File: config.mk
export PLATFORM = sky130hd
export DESIGN_NAME = tbhr_divider
export DESIGN_NICKNAME = d
export VERILOG_FILES = /design/src/timestamped_box_history_rewind_assert.svh /design/src/tbhr_pkg.sv /design/src/tbhr_divider.sv
export SDC_FILE = /design/constraint.sdc
export NUM_CORES = 1
export LEC_CHECK = 0
export ABC_AREA = 0
export BUFFER_PORTS_ARGS = -buffer_cell sky130_fd_sc_hd__buf_4
export CORE_UTILIZATION = 40
export DETAILED_ROUTE_END_ITERATION = 16
export GPL_TIMING_DRIVEN = 0
export PLACE_DENSITY = 0.62
export SLEW_MARGIN = 20
export SYNTH_ARGS = -nofsm -noshare
export SYNTH_HDL_FRONTEND = slang
export SYNTH_SLANG_ARGS = --single-unit
File: constraint.sdc
create_clock -name aclk -period 3.3 [get_ports aclk]
set_input_delay 0.66 -clock aclk [delete_from_list [all_inputs] [get_ports aclk]]
set_output_delay 0.66 -clock aclk [all_outputs]
set_load 0.005 [all_outputs]
File: src/timestamped_box_history_rewind_assert.svh
// ----------------------------------------------------------------------------
// timestamped_box_history_rewind_assert
// Assertion macros used by the history ring module.
// ----------------------------------------------------------------------------
`ifndef TIMESTAMPED_BOX_HISTORY_REWIND_ASSERT_SVH
`define TIMESTAMPED_BOX_HISTORY_REWIND_ASSERT_SVH
// Implication checked on every clock edge outside reset.
`define TBHR_ASSERT_IMP(label, clk, rstn, ante, cons, msg) \
    label: assert property (@(posedge clk) disable iff (!rstn) (ante) |-> (cons)) else $error(msg);
// Next-cycle implication checked outside reset.
`define TBHR_ASSERT_NXT(label, clk, rstn, ante, cons, msg) \
    label: assert property (@(posedge clk) disable iff (!rstn) (ante) |=> (cons)) else $error(msg);
`endif

File: src/tbhr_pkg.sv
// ----------------------------------------------------------------------------
// tbhr_pkg
// Shared types and constants of the timestamped box history ring.
// ----------------------------------------------------------------------------
`default_nettype none
package tbhr_pkg;
    localparam int RING_DEPTH_DEF    = 16;
    localparam int COORD_BITS_DEF    = 21;
    localparam int FRACTION_BITS_DEF = 16;
    localparam int OUT_W  = 21;
    localparam int TIME_W = 31;
    localparam int NCOORD = 9;

    // Command codes. The spare code is accepted, leaves the ring unchanged and gives a zero result with status none.
    localparam logic [1:0] CMD_STORE  = 2'd0;
    localparam logic [1:0] CMD_RESET  = 2'd1;
    localparam logic [1:0] CMD_REWIND = 2'd2;
    localparam logic [1:0] CMD_SPARE  = 2'd3;

    // Status codes.
    localparam logic [1:0] ST_NONE   = 2'd0;
    localparam logic [1:0] ST_INTERP = 2'd1;
    localparam logic [1:0] ST_OLDEST = 2'd2;

    // Divider request and reply between sequencer and divider.
    typedef struct packed {
        logic        start;
        logic [31:0] den;
        logic [31:0] num_hi;
    } div_req_t;

    typedef struct packed {
        logic busy;
        logic done;
    } div_stat_t;
endpackage
`default_nettype wire

File: src/tbhr_divider.sv
// ----------------------------------------------------------------------------
// tbhr_divider
// Restoring divider, one quotient bit per cycle: (num_hi << FB) / den.
// ----------------------------------------------------------------------------
`default_nettype none
module tbhr_divider
    import tbhr_pkg::*;
#(
    parameter int FRACTION_BITS = FRACTION_BITS_DEF
) (
    input  wire logic                     aclk,
    input  wire logic                     aresetn,
    input  wire div_req_t                 req,
    output div_stat_t                     stat,
    output logic [FRACTION_BITS-1:0]      quot
);
    localparam int NW = 32 + FRACTION_BITS;
    localparam int CW = $clog2(NW + 1);

    logic [NW-1:0] num_reg, num_next;
    logic [32:0]   rem_reg, rem_next;
    logic [31:0]   den_reg;
    logic [CW-1:0] cnt_reg, cnt_next;
    logic          busy_reg, busy_next;
    logic          done_reg, done_next;
    logic [32:0]   shifted;
    logic [33:0]   diff;

    // One shift-and-subtract step per cycle.
    always_comb begin
        shifted   = {rem_reg[31:0], num_reg[NW-1]};
        diff      = {1'b0, shifted} - {2'b0, den_reg};
        num_next  = num_reg;
        rem_next  = rem_reg;
        cnt_next  = cnt_reg;
        busy_next = busy_reg;
        done_next = 1'b0;
        if (req.start) begin
            num_next  = {req.num_hi, {FRACTION_BITS{1'b0}}};
            rem_next  = '0;
            cnt_next  = CW'(NW);
            busy_next = 1'b1;
        end else if (busy_reg) begin
            num_next = {num_reg[NW-2:0], ~diff[33]};
            rem_next = diff[33] ? shifted : diff[32:0];
            cnt_next = cnt_reg - 1'b1;
            if (cnt_reg == CW'(1)) begin
                busy_next = 1'b0;
                done_next = 1'b1;
            end
        end
    end

    always_ff @(posedge aclk) begin
        if (req.start) den_reg <= req.den;
        num_reg <= num_next;
        rem_reg <= rem_next;
        if (!aresetn) begin
            busy_reg <= 1'b0;
            done_reg <= 1'b0;
            cnt_reg  <= '0;
        end else begin
            busy_reg <= busy_next;
            done_reg <= done_next;
            cnt_reg  <= cnt_next;
        end
    end

    assign stat.busy = busy_reg;
    assign stat.done = done_reg;
    assign quot      = num_reg[FRACTION_BITS-1:0];
endmodule
`default_nettype wire

==> flow_metrics.py, run 1 <==
metrics = {
    "power_and_ir_drop": {
        "swShare_pct": 28.6,
        "power_frac_comb_pct": 20.0,
        "seqPwrFrac_pct": 39.5,
        "vdd_drop_max_mv": 0.397,
        "p_int_mw": 3.18,
        "power_density_nw_per_um2": 556,
        "power_frac_clock_pct": 40.5,
        "power_mw": 4.45,
        "p_leak_nw": 3.38,
        "power_switching_mw": 1.27,
    },
    "critical_path": {
        "cpMostUsedCell": "a21oi_1",
        "crit_fanout": 9,
        "path_cells": "inv_1 > ha_1 > o21a_1 > o31a_1 > a21oi_1 > a21oi_1 > a31oi_1 > or4b_4 > nand2_8 > mux2_1 > a211oi_1",
        "r2r_setup_slack_ps": 210,
        "crit_type": "flip-flop to flip-flop",
        "crit_required_ps": 3640,
        "cp-end-kind": "flip-flop",
        "rr_startpoint": "den_reg[2]",
        "cp-start-kind": "flip-flop",
        "worst_path_max_delay_cell": "or4b_4",
        "reg2reg_depth": 11,
        "slowest_delay_ps": 600,
        "arrival_ps": 3430,
        "reg2reg_to": "rem_reg[0]",
    },
    "clocking": {
        "tritoncts": "yes",
        "htreeDepth": 4,
        "cts.clk_slew.worst_paths_ps": 60,
        "postCtsHoldBufs": 0,
        "cts_made_buffers": 17,
        "clkLatencyLatePin_ps": 420,
        "cts.sinks": 120,
        "clockBufferDepth": 2,
        "cts_root_buffer": "clkbuf_16",
    },
    "place": {
        "gp_congestion": 0.818,
        "portBuffers": 84,
        "dp_slack_ps": -34.8,
        "dp_hpwl_um": 10200,
    },
    "layout": {
        "fill_cells": 1507,
        "largest_reg_flops": 48,
        "drive_gt1_share_pct": 20.2,
        "nNetsFinal": 848,
        "area_delta_synth_final_pct": 23.1,
        "antenna_cells": 0,
    },
    "yosys": {
        "synth_top_flop_cell": "edfxtp_1",
        "synth_area_um2": 6510,
        "synthTopCellsByCount": "nor2_1, edfxtp_1, dfxtp_1",
        "ys_types": 56,
        "synthCells": 641,
        "synth_edf_count": 64,
        "netlist.area_leader.share_pct": 29.5,
        "yosys_warnings": 0,
        "yosysMostFrequentCell": "nor2_1",
        "synth_area_leaders": "edfxtp_1, dfxtp_1, ha_1, mux2i_1, nor2_1",
        "seq_area_frac_synth_pct": 46.8,
        "yosysTopAreaCell": "edfxtp_1",
        "synthArstFlopShare_pct": 0,
        "synth-seq-cells": 120,
        "synth_area_per_cell_um2": 10.2,
        "synth_fp_nets": 743,
    },
    "job": {
        "drv_cap": 0,
    },
    "global_routing": {
        "grt_pass1_wl_um": 23500,
        "grt_max_degree": 36,
        "grt_pass1_vias": 5030,
        "antenna_found_initial": 0,
        "grt_overflow": 0,
        "track_usage_pct": 18.1,
    },
    "hold_path": {
        "holdCritStartpoint": "req[61]",
        "worstHoldPathType": "input port to flip-flop",
        "hold_path_end": "den_reg[29]",
        "min_path_cells": 1,
    },
    "detailed_routing": {
        "topRoutingLayerUsed": "met4",
        "route.detailed.drc": 0,
        "vias": 4949,
        "wl_met3_um": 820,
        "avgViaCountPerCell": 5.08,
        "totalWireLength_um": 14200,
        "drt-met1-wl_um": 6510,
        "drt_iter0_drc": 308,
        "met2WireLength_um": 6690,
        "ant_nets": 0,
        "avgRoutedWirePerCell_um": 14.5,
        "first_pass_iters": 4,
    },
    "floorplan": {
        "rows": 46,
        "pin_count": 85,
        "dieArea_um2": 16800,
        "start_util_pct": 41.0,
        "core_um2": 15900,
        "die_h_um": 130,
        "die_w_um": 130,
    },
    "sta": {
        "max_freq_ghz": 0.323,
        "slew-limit-headroom_pct": 51.4,
        "setup_viol": 0,
        "finalHoldWorstSlack_ps": 410,
        "finClkSkew_ps": 7.99,
        "min_period_over_period_pct": 93.7,
        "worst_pin_slew_ps": 727,
        "setup_ws_ps": 207,
        "tns_ps": 0,
        "hold_viol": 0,
        "min_period_ps": 3090,
        "drv_slew": 0,
    },
    "outcome": {
        "run_status": "complete, no violations",
    },
}
-- layout by cell type (no fill, tap or decap), types with 4 or more instances in the layout --
cell type,Yosys,final
a211oi_1,31,31
a21o_1,10,10
a21oi_1,29,29
a22o_1,30,30
buf_4,19,105
clkbuf_1,25,25
clkbuf_16,0,17
dfxtp_1,56,56
edfxtp_1,64,64
ha_1,34,34
inv_1,46,46
inv_6,0,5
mux2i_1,41,41
nand2_1,38,37
nand2b_1,4,4
nand3_1,12,12
nand4_1,4,4
nor2_1,75,75
nor2b_1,4,4
nor3_1,8,8
nor3b_1,5,5
o21a_1,5,5
o21ai_0,21,20
xnor2_1,14,14
xor2_1,14,14
-- area by class of cell --
class                   instances  area [um2]  area share, %
flip-flops and latches        120        3040           38.0
inverters                      47         176           2.20
well taps                     216         270           3.38
clock buffers                  18         439           5.49
clock inverters                14         139           1.73
multi-input cells             425        2990           37.4
plain buffers                  49         300           3.75
repair buffers                 86         646           8.06
-- power by group through the flow --
stage	sequential, mW	combinational (mW)	clock [mW]
after floorplan	1.77	0.669	0
after global placement	1.79	0.869	0
after detailed placement	1.79	0.886	0
after CTS	1.76	0.891	1.85
after global routing	1.77	0.991	1.91
final	1.76	0.892	1.80
-- critical path, delay by kind of cell, from the launching register on --
family	cells	cell delay [ps]
adder cells (fa/ha/maj)	1	350
flip-flops	1	320
multiplexers	1	340
AND/OR/NAND/NOR	2	740
AO/OA/AOI/OAI	6	1210
buffers and inverters	1	40
-- layer usage --
layer  global-route usage [%]  vias up
met1                     21.6     2334
met5                        0        -
li1                         -     2510
met2                     30.2       93
met4                     6.09        0
met3                     6.44       12
-- per-stage QoR --
stage / area, um2 / util (%) / instances
CTS: 7990 / 50.3 / 973
global route: 8010 / 50.4 / 975
global placement: 7410 / 46.6 / 941
floorplan: 6510 / - / 641
detailed placement: 7410 / 46.6 / 941
finish: 8010 / 50.4 / 975
-- worst max path at each step --
| stage | from | endpoint | cells past startpoint |
|---|---|---|---|
| after floorplan | num_reg[47] | rem_reg[30] | 13 |
| after global placement | num_reg[47] | rem_reg[30] | 13 |
| after detailed placement | num_reg[47] | rem_reg[30] | 13 |
| after CTS | num_reg[47] | rem_reg[30] | 13 |
| after global routing | num_reg[47] | rem_reg[30] | 13 |
| final | den_reg[2] | rem_reg[0] | 11 |
-- repair_timing --
action | 4_1_cts | 5_1_grt
pin swaps | 0 | 2
setup endpoints to repair | 1 | 1
hold endpoints to repair | 0 | 0
gates resized for setup | 1 | 1
gates cloned | 0 | 0
setup buffers | 0 | 2
-- logic make-up after synthesis --
logic type,count (synthesis),share of synthesized area [%]
mux,42,6.48
xor+xnor,28,3.77
simple gates,163,11.5
compound gates,157,17.3
flops,120,46.8
buf+inv,96,7.33
fa+ha+maj,35,6.85
(Power assumes the default switching activity.)
==> inputs of run 2 (changes only) <==
- CORE_MARGIN: unset -> 2
- SKIP_LAST_GASP: unset -> 1
==> run 2 against run 1 <==
  * Worst hold slack got worse by 5.5 ps
  * Combinational power about the same
  * Register-to-register slack got worse by 90 ps
  * Non-clock buffer count decreased by 2
  * Critical path depth increased by 2
  * Wire length increased by 2.5%
  * Utilization decreased by 0.12 points
  * Sequential share of layout area increased by 0.089 points
  * Critical path type unchanged
==> flow_metrics.py, run 2 (synthesis results as in run 1) <==
metrics = {
    "detailed_routing": {
        "drt_iter0_drc": 273,
        "route.detailed.drc": 0,
        "ant_nets": 0,
        "avgViaCountPerCell": 5.12,
        "totalWireLength_um": 14500,
        "avgRoutedWirePerCell_um": 14.9,
        "first_pass_iters": 5,
        "vias": 4986,
    },
    "clocking": {
        "tritoncts": "yes",
        "htreeDepth": 4,
        "post-cts-setup-buffer-count": 0,
        "cts_root_buffer": "clkbuf_16",
        "clockBufferDepth": 2,
        "cts.sinks": 120,
        "cts.clk_slew.worst_paths_ps": 60,
        "clkLatencyLatePin_ps": 430,
        "cts_made_buffers": 17,
    },
    "global_routing": {
        "grt_pass1_wl_um": 24500,
        "grt_overflow": 0,
        "grt_pass1_vias": 5149,
        "use_met2_pct": 29.3,
        "met3_usage_pct": 5.83,
        "grt_max_degree": 36,
        "use_met1_pct": 21.1,
        "track_usage_pct": 17.6,
        "antenna_found_initial": 0,
        "grt.busiest_layer": "met2",
    },
    "sta": {
        "rsz0062_at_grt": "true",
        "worst_pin_slew_ps": 734,
        "finalHoldWorstSlack_ps": 404,
        "min_period_over_period_pct": 96.5,
        "min_period_ps": 3190,
        "drv_slew": 0,
        "max_freq_ghz": 0.314,
        "slew-limit-headroom_pct": 50.9,
        "finClkSkew_ps": 12.3,
        "setup_viol": 0,
        "hold_viol": 0,
    },
    "power_and_ir_drop": {
        "swShare_pct": 28.9,
        "power_frac_comb_pct": 20.1,
        "vdd_drop_max_mv": 0.434,
        "p_int_mw": 3.16,
        "power_density_nw_per_um2": 556,
        "power_switching_mw": 1.28,
        "p_leak_nw": 3.38,
        "seqPwrFrac_pct": 39.7,
        "power_frac_clock_pct": 40.2,
    },
    "layout": {
        "instances_no_fill": 973,
        "layout_common_cells": "buf_4, nor2_1, edfxtp_1",
        "area_delta_synth_final_pct": 22.8,
        "regArea_um2": 3040,
        "drive_gt1_share_pct": 20.1,
        "layout_commonest_cell": "buf_4",
        "antenna_cells": 0,
        "nNetsFinal": 846,
        "multi_input_area_um2": 3000,
        "utilization_pct": 50.3,
        "fill_cells": 1545,
        "largest_reg_flops": 48,
    },
    "critical_path": {
        "crit_fanout": 4,
        "arrival_ps": 3500,
        "cp-start-kind": "flip-flop",
        "crit_required_ps": 3610,
        "reg2reg_depth": 13,
        "cp-end-kind": "flip-flop",
        "r2r_setup_slack_ps": 110,
        "rr_startpoint": "num_reg[47]",
        "crit_type": "flip-flop to flip-flop",
        "reg2reg_to": "rem_reg[30]",
    },
    "floorplan": {
        "die_h_um": 132,
        "die_w_um": 132,
        "dieArea_um2": 17300,
        "pin_count": 85,
        "core_um2": 15900,
        "start_util_pct": 41.0,
        "rows": 46,
    },
    "outcome": {
        "run_status": "complete, no violations",
    },
    "hold_path": {
        "worstHoldPathType": "input port to flip-flop",
        "min_path_cells": 1,
        "hold_path_end": "den_reg[29]",
        "holdCritStartpoint": "req[61]",
    },
    "job": {
        "drv_cap": 0,
    },
    "place": {
        "dp_hpwl_um": 10500,
        "portBuffers": 84,
        "gp_congestion": 0.854,
        "dp_cells": 941,
    },
}
run 2: per-layer routing:
metal	share of wire (%)	wire, um	vias to the layer above
met4	1.5	218	0
met5	0	0	-
met2	48	7000	96
met1	45	6580	2377
li1	-	-	2496
met3	5.1	738	17
run 2: timing repair:
item / CTS / global route
gates resized for setup: 1 / 2
pin swaps: 3 / 1
setup endpoints to repair: 1 / 9
hold buffers: 0 / 0
run 2: metrics by stage:
stage | setup TNS (ps) | setup slack, ps | power [mW] | instance area [um2]
2_1_floorplan | 0 | 435 | 2.44 | 6510
3_3_place_gp | -38.1 | -38.1 | 2.66 | 7410
3_5_place_dp | -97.4 | -97.4 | 2.68 | 7410
4_1_cts | 0 | 26.5 | 4.49 | 7980
5_1_grt | -47.7 | -47.7 | 4.67 | 7990
6_report | 0 | 114 | 4.44 | 7990
run 2: worst max path at each step:
stage / startpoint / endpoint / slack [ps] / cells past startpoint
after floorplan: num_reg[47] / rem_reg[30] / 430 / 13
after global placement: num_reg[47] / rem_reg[30] / -40 / 13
after detailed placement: num_reg[47] / rem_reg[30] / -100 / 13
after CTS: num_reg[47] / rem_reg[30] / 30 / 13
after global routing: num_reg[47] / rem_reg[30] / -50 / 13
final: num_reg[47] / rem_reg[30] / 110 / 13
run 2: critical path: stages, from the launching register on:
cell      delay (ps)
edfxtp_1         360
inv_1             70
ha_1             190
inv_1             60
fa_1             410
a21oi_1          230
nor3b_1          120
o21ai_2          200
a211o_1          250
a21oi_2          120
a311oi_2         320
a31oi_1          160
or4_1            420
and3_1           170
run 2: area by class of cell:
type	count	share of cell area [%]
Multi-Input combinational cell	425	37.5
Buffer	49	3.76
Timing Repair Buffer	84	7.89
Clock inverter	15	1.82
Inverter	47	2.21
Clock buffer	17	5.33
Tap cell	216	3.38
Sequential cell	120	38.1
run 2: power by group through the flow:
stage	Clock [mW]	Sequential, mW	Combinational [mW]
after floorplan	0	1.77	0.669
after global placement	0	1.79	0.869
after detailed placement	0	1.79	0.889
after CTS	1.83	1.76	0.893
after global routing	1.90	1.78	0.996
final	1.78	1.76	0.892
==> inputs of run 3 (changes only) <==
- CAP_MARGIN: unset -> 20
- CORE_ASPECT_RATIO: unset -> 2
==> run 3 against run 2 <==
  * Power about the same
  * Clock power barely moved
  * Maximum frequency grew 3.5%
  * Critical path depth unchanged
  * Critical path type unchanged
  * Final cell count shrank 1.1%
  * Combinational power hardly changed
  * Via count decreased by 2.1%
==> flow_metrics.py, run 3 (synthesis results as in run 1) <==
metrics = {
    "critical_path": {
        "path_cells": "inv_1 > ha_1 > inv_1 > fa_1 > a21oi_1 > nor3b_1 > o21ai_2 > a211o_1 > a21oi_2 > a311oi_2 > a31oi_1 > or4_1 > and3_1",
        "critPathLaunch": "num_reg[47]",
        "crit_type": "flip-flop to flip-flop",
        "cp-start-kind": "flip-flop",
        "arrival_ps": 3400,
        "slowest_delay_ps": 420,
        "cp-end-kind": "flip-flop",
        "cpLargestDelayFamily": "compound AO/OA/AOI/OAI gates",
        "rr_startpoint": "num_reg[47]",
        "cpMostUsedCell": "inv_1",
        "worst_path_max_delay_cell": "or4_1",
        "worstPathBufferInverterCount": 2,
        "crit_required_ps": 3620,
        "crit_fanout": 4,
    },
    "detailed_routing": {
        "vias": 4881,
        "drt_iter0_drc": 202,
        "avgViaCountPerCell": 5.07,
        "avgRoutedWirePerCell_um": 14.8,
        "ant_nets": 0,
        "route.detailed.drc": 0,
        "first_pass_iters": 4,
        "totalWireLength_um": 14300,
    },
    "sta": {
        "tns_ps": 0,
        "setup_viol": 0,
        "setup_ws_ps": 222,
        "min_period_ps": 3080,
        "hold_viol": 0,
        "max_freq_ghz": 0.325,
        "finalHoldWorstSlack_ps": 410,
        "rsz0062_at_grt": "true",
        "finClkSkew_ps": 12.5,
        "slew-limit-headroom_pct": 48.0,
        "worst_pin_slew_ps": 778,
        "drv_slew": 0,
        "min_period_over_period_pct": 93.3,
    },
    "power_and_ir_drop": {
        "power_frac_clock_pct": 40.2,
        "power_frac_comb_pct": 20.2,
        "power_switching_mw": 1.26,
        "p_leak_nw": 3.38,
        "vdd_drop_max_mv": 0.284,
        "p_int_mw": 3.18,
        "swShare_pct": 28.3,
        "power_density_nw_per_um2": 555,
        "seqPwrFrac_pct": 39.6,
    },
    "layout": {
        "drive_gt1_share_pct": 20.3,
        "multi_input_area_um2": 3000,
        "fill_cells": 1519,
        "largest_reg_flops": 48,
        "utilization_pct": 49.6,
        "nNetsFinal": 847,
        "antenna_cells": 0,
        "fin_area_um2": 7990,
        "regArea_um2": 3040,
        "layout_commonest_cell": "buf_4",
        "area_delta_synth_final_pct": 22.8,
        "layout_common_cells": "buf_4, nor2_1, edfxtp_1",
    },
    "global_routing": {
        "grt_max_degree": 36,
        "track_usage_pct": 17.4,
        "grt_pass1_vias": 4914,
        "grt_pass1_wl_um": 23600,
        "antenna_found_initial": 0,
        "grt_overflow": 0,
    },
    "floorplan": {
        "core_um2": 16100,
        "die_w_um": 94.2,
        "start_util_pct": 40.4,
        "pin_count": 85,
        "rows": 66,
        "dieArea_um2": 17400,
        "die_h_um": 184,
    },
    "place": {
        "portBuffers": 84,
        "dpl_cell_area_um2": 7390,
        "dp_slack_ps": -87.5,
        "gp_congestion": 0.810,
        "dp_hpwl_um": 10200,
    },
    "clocking": {
        "cts.sinks": 120,
        "cts_made_buffers": 17,
        "htreeDepth": 4,
        "clockBufferDepth": 2,
        "cts.clk_slew.worst_paths_ps": 60,
        "postCtsHoldBufs": 0,
        "clkLatencyLatePin_ps": 420,
        "cts_root_buffer": "clkbuf_16",
        "tritoncts": "yes",
    },
    "outcome": {
        "run_status": "complete, no violations",
    },
    "hold_path": {
        "worstHoldPathType": "input port to flip-flop",
        "holdCritStartpoint": "req[58]",
    },
    "job": {
        "drv_cap": 0,
    },
}
-- run 3: changes by cell type in the layout (fill, tap and decap cells not counted), sizes merged --
cell	before	now
bufinv	1	0
buf	108	109
clkbuf	42	46
clkinvlp	2	3
clkinv	7	3
-- run 3: power by group through the flow --
stage                     clock (mW)  sequential [mW]  combinational, mW
final                           1.78             1.76              0.895
after CTS                       1.82             1.76              0.893
after global placement             0             1.79              0.876
after floorplan                    0             1.77              0.669
after detailed placement           0             1.79              0.884
after global routing            1.88             1.77               1.00
-- run 3: worst paths after layout --
kind / end / slack (ps) / cells past startpoint
worst max register to register: rem_reg[30] / 220 / 13
worst min register to register: rem_reg[31] / 470 / 2
worst min-delay path: den_reg[26] / 410 / 1
worst max-delay path: rem_reg[30] / 220 / 13
-- run 3: layout make-up --
cell class,instances,area share (%)
clock buffers,21,6.15
inverters,47,2.21
plain buffers,49,3.76
repair buffers,85,7.99
multi-input cells,425,37.6
clock inverters,11,1.03
well taps,204,3.19
flip-flops and latches,120,38.1
-- run 3: metrics by stage --
| step | instances | power, mW |
|---|---|---|
| final | 962 | 4.44 |
| after detailed placement | 929 | 2.67 |
| after global routing | 962 | 4.65 |
| after floorplan | 641 | 2.44 |
| after global placement | 929 | 2.66 |
| after CTS | 961 | 4.48 |
-- run 3: routing by layer --
metal | vias to the layer above | part of all wire (%) | global-route usage [%]
met5 | - | 0 | 0
met4 | 0 | 2.1 | 7.83
met3 | 18 | 3.5 | 3.97
met2 | 85 | 50 | 29.5
met1 | 2277 | 44 | 20.9
li1 | 2501 | - | -
-- run 3: what timing repair did --
action                                  CTS  global route
gates resized for setup                   1             3
endpoints found under the setup margin    1             6
pin swaps                                 0             1
buffers inserted                          0             1
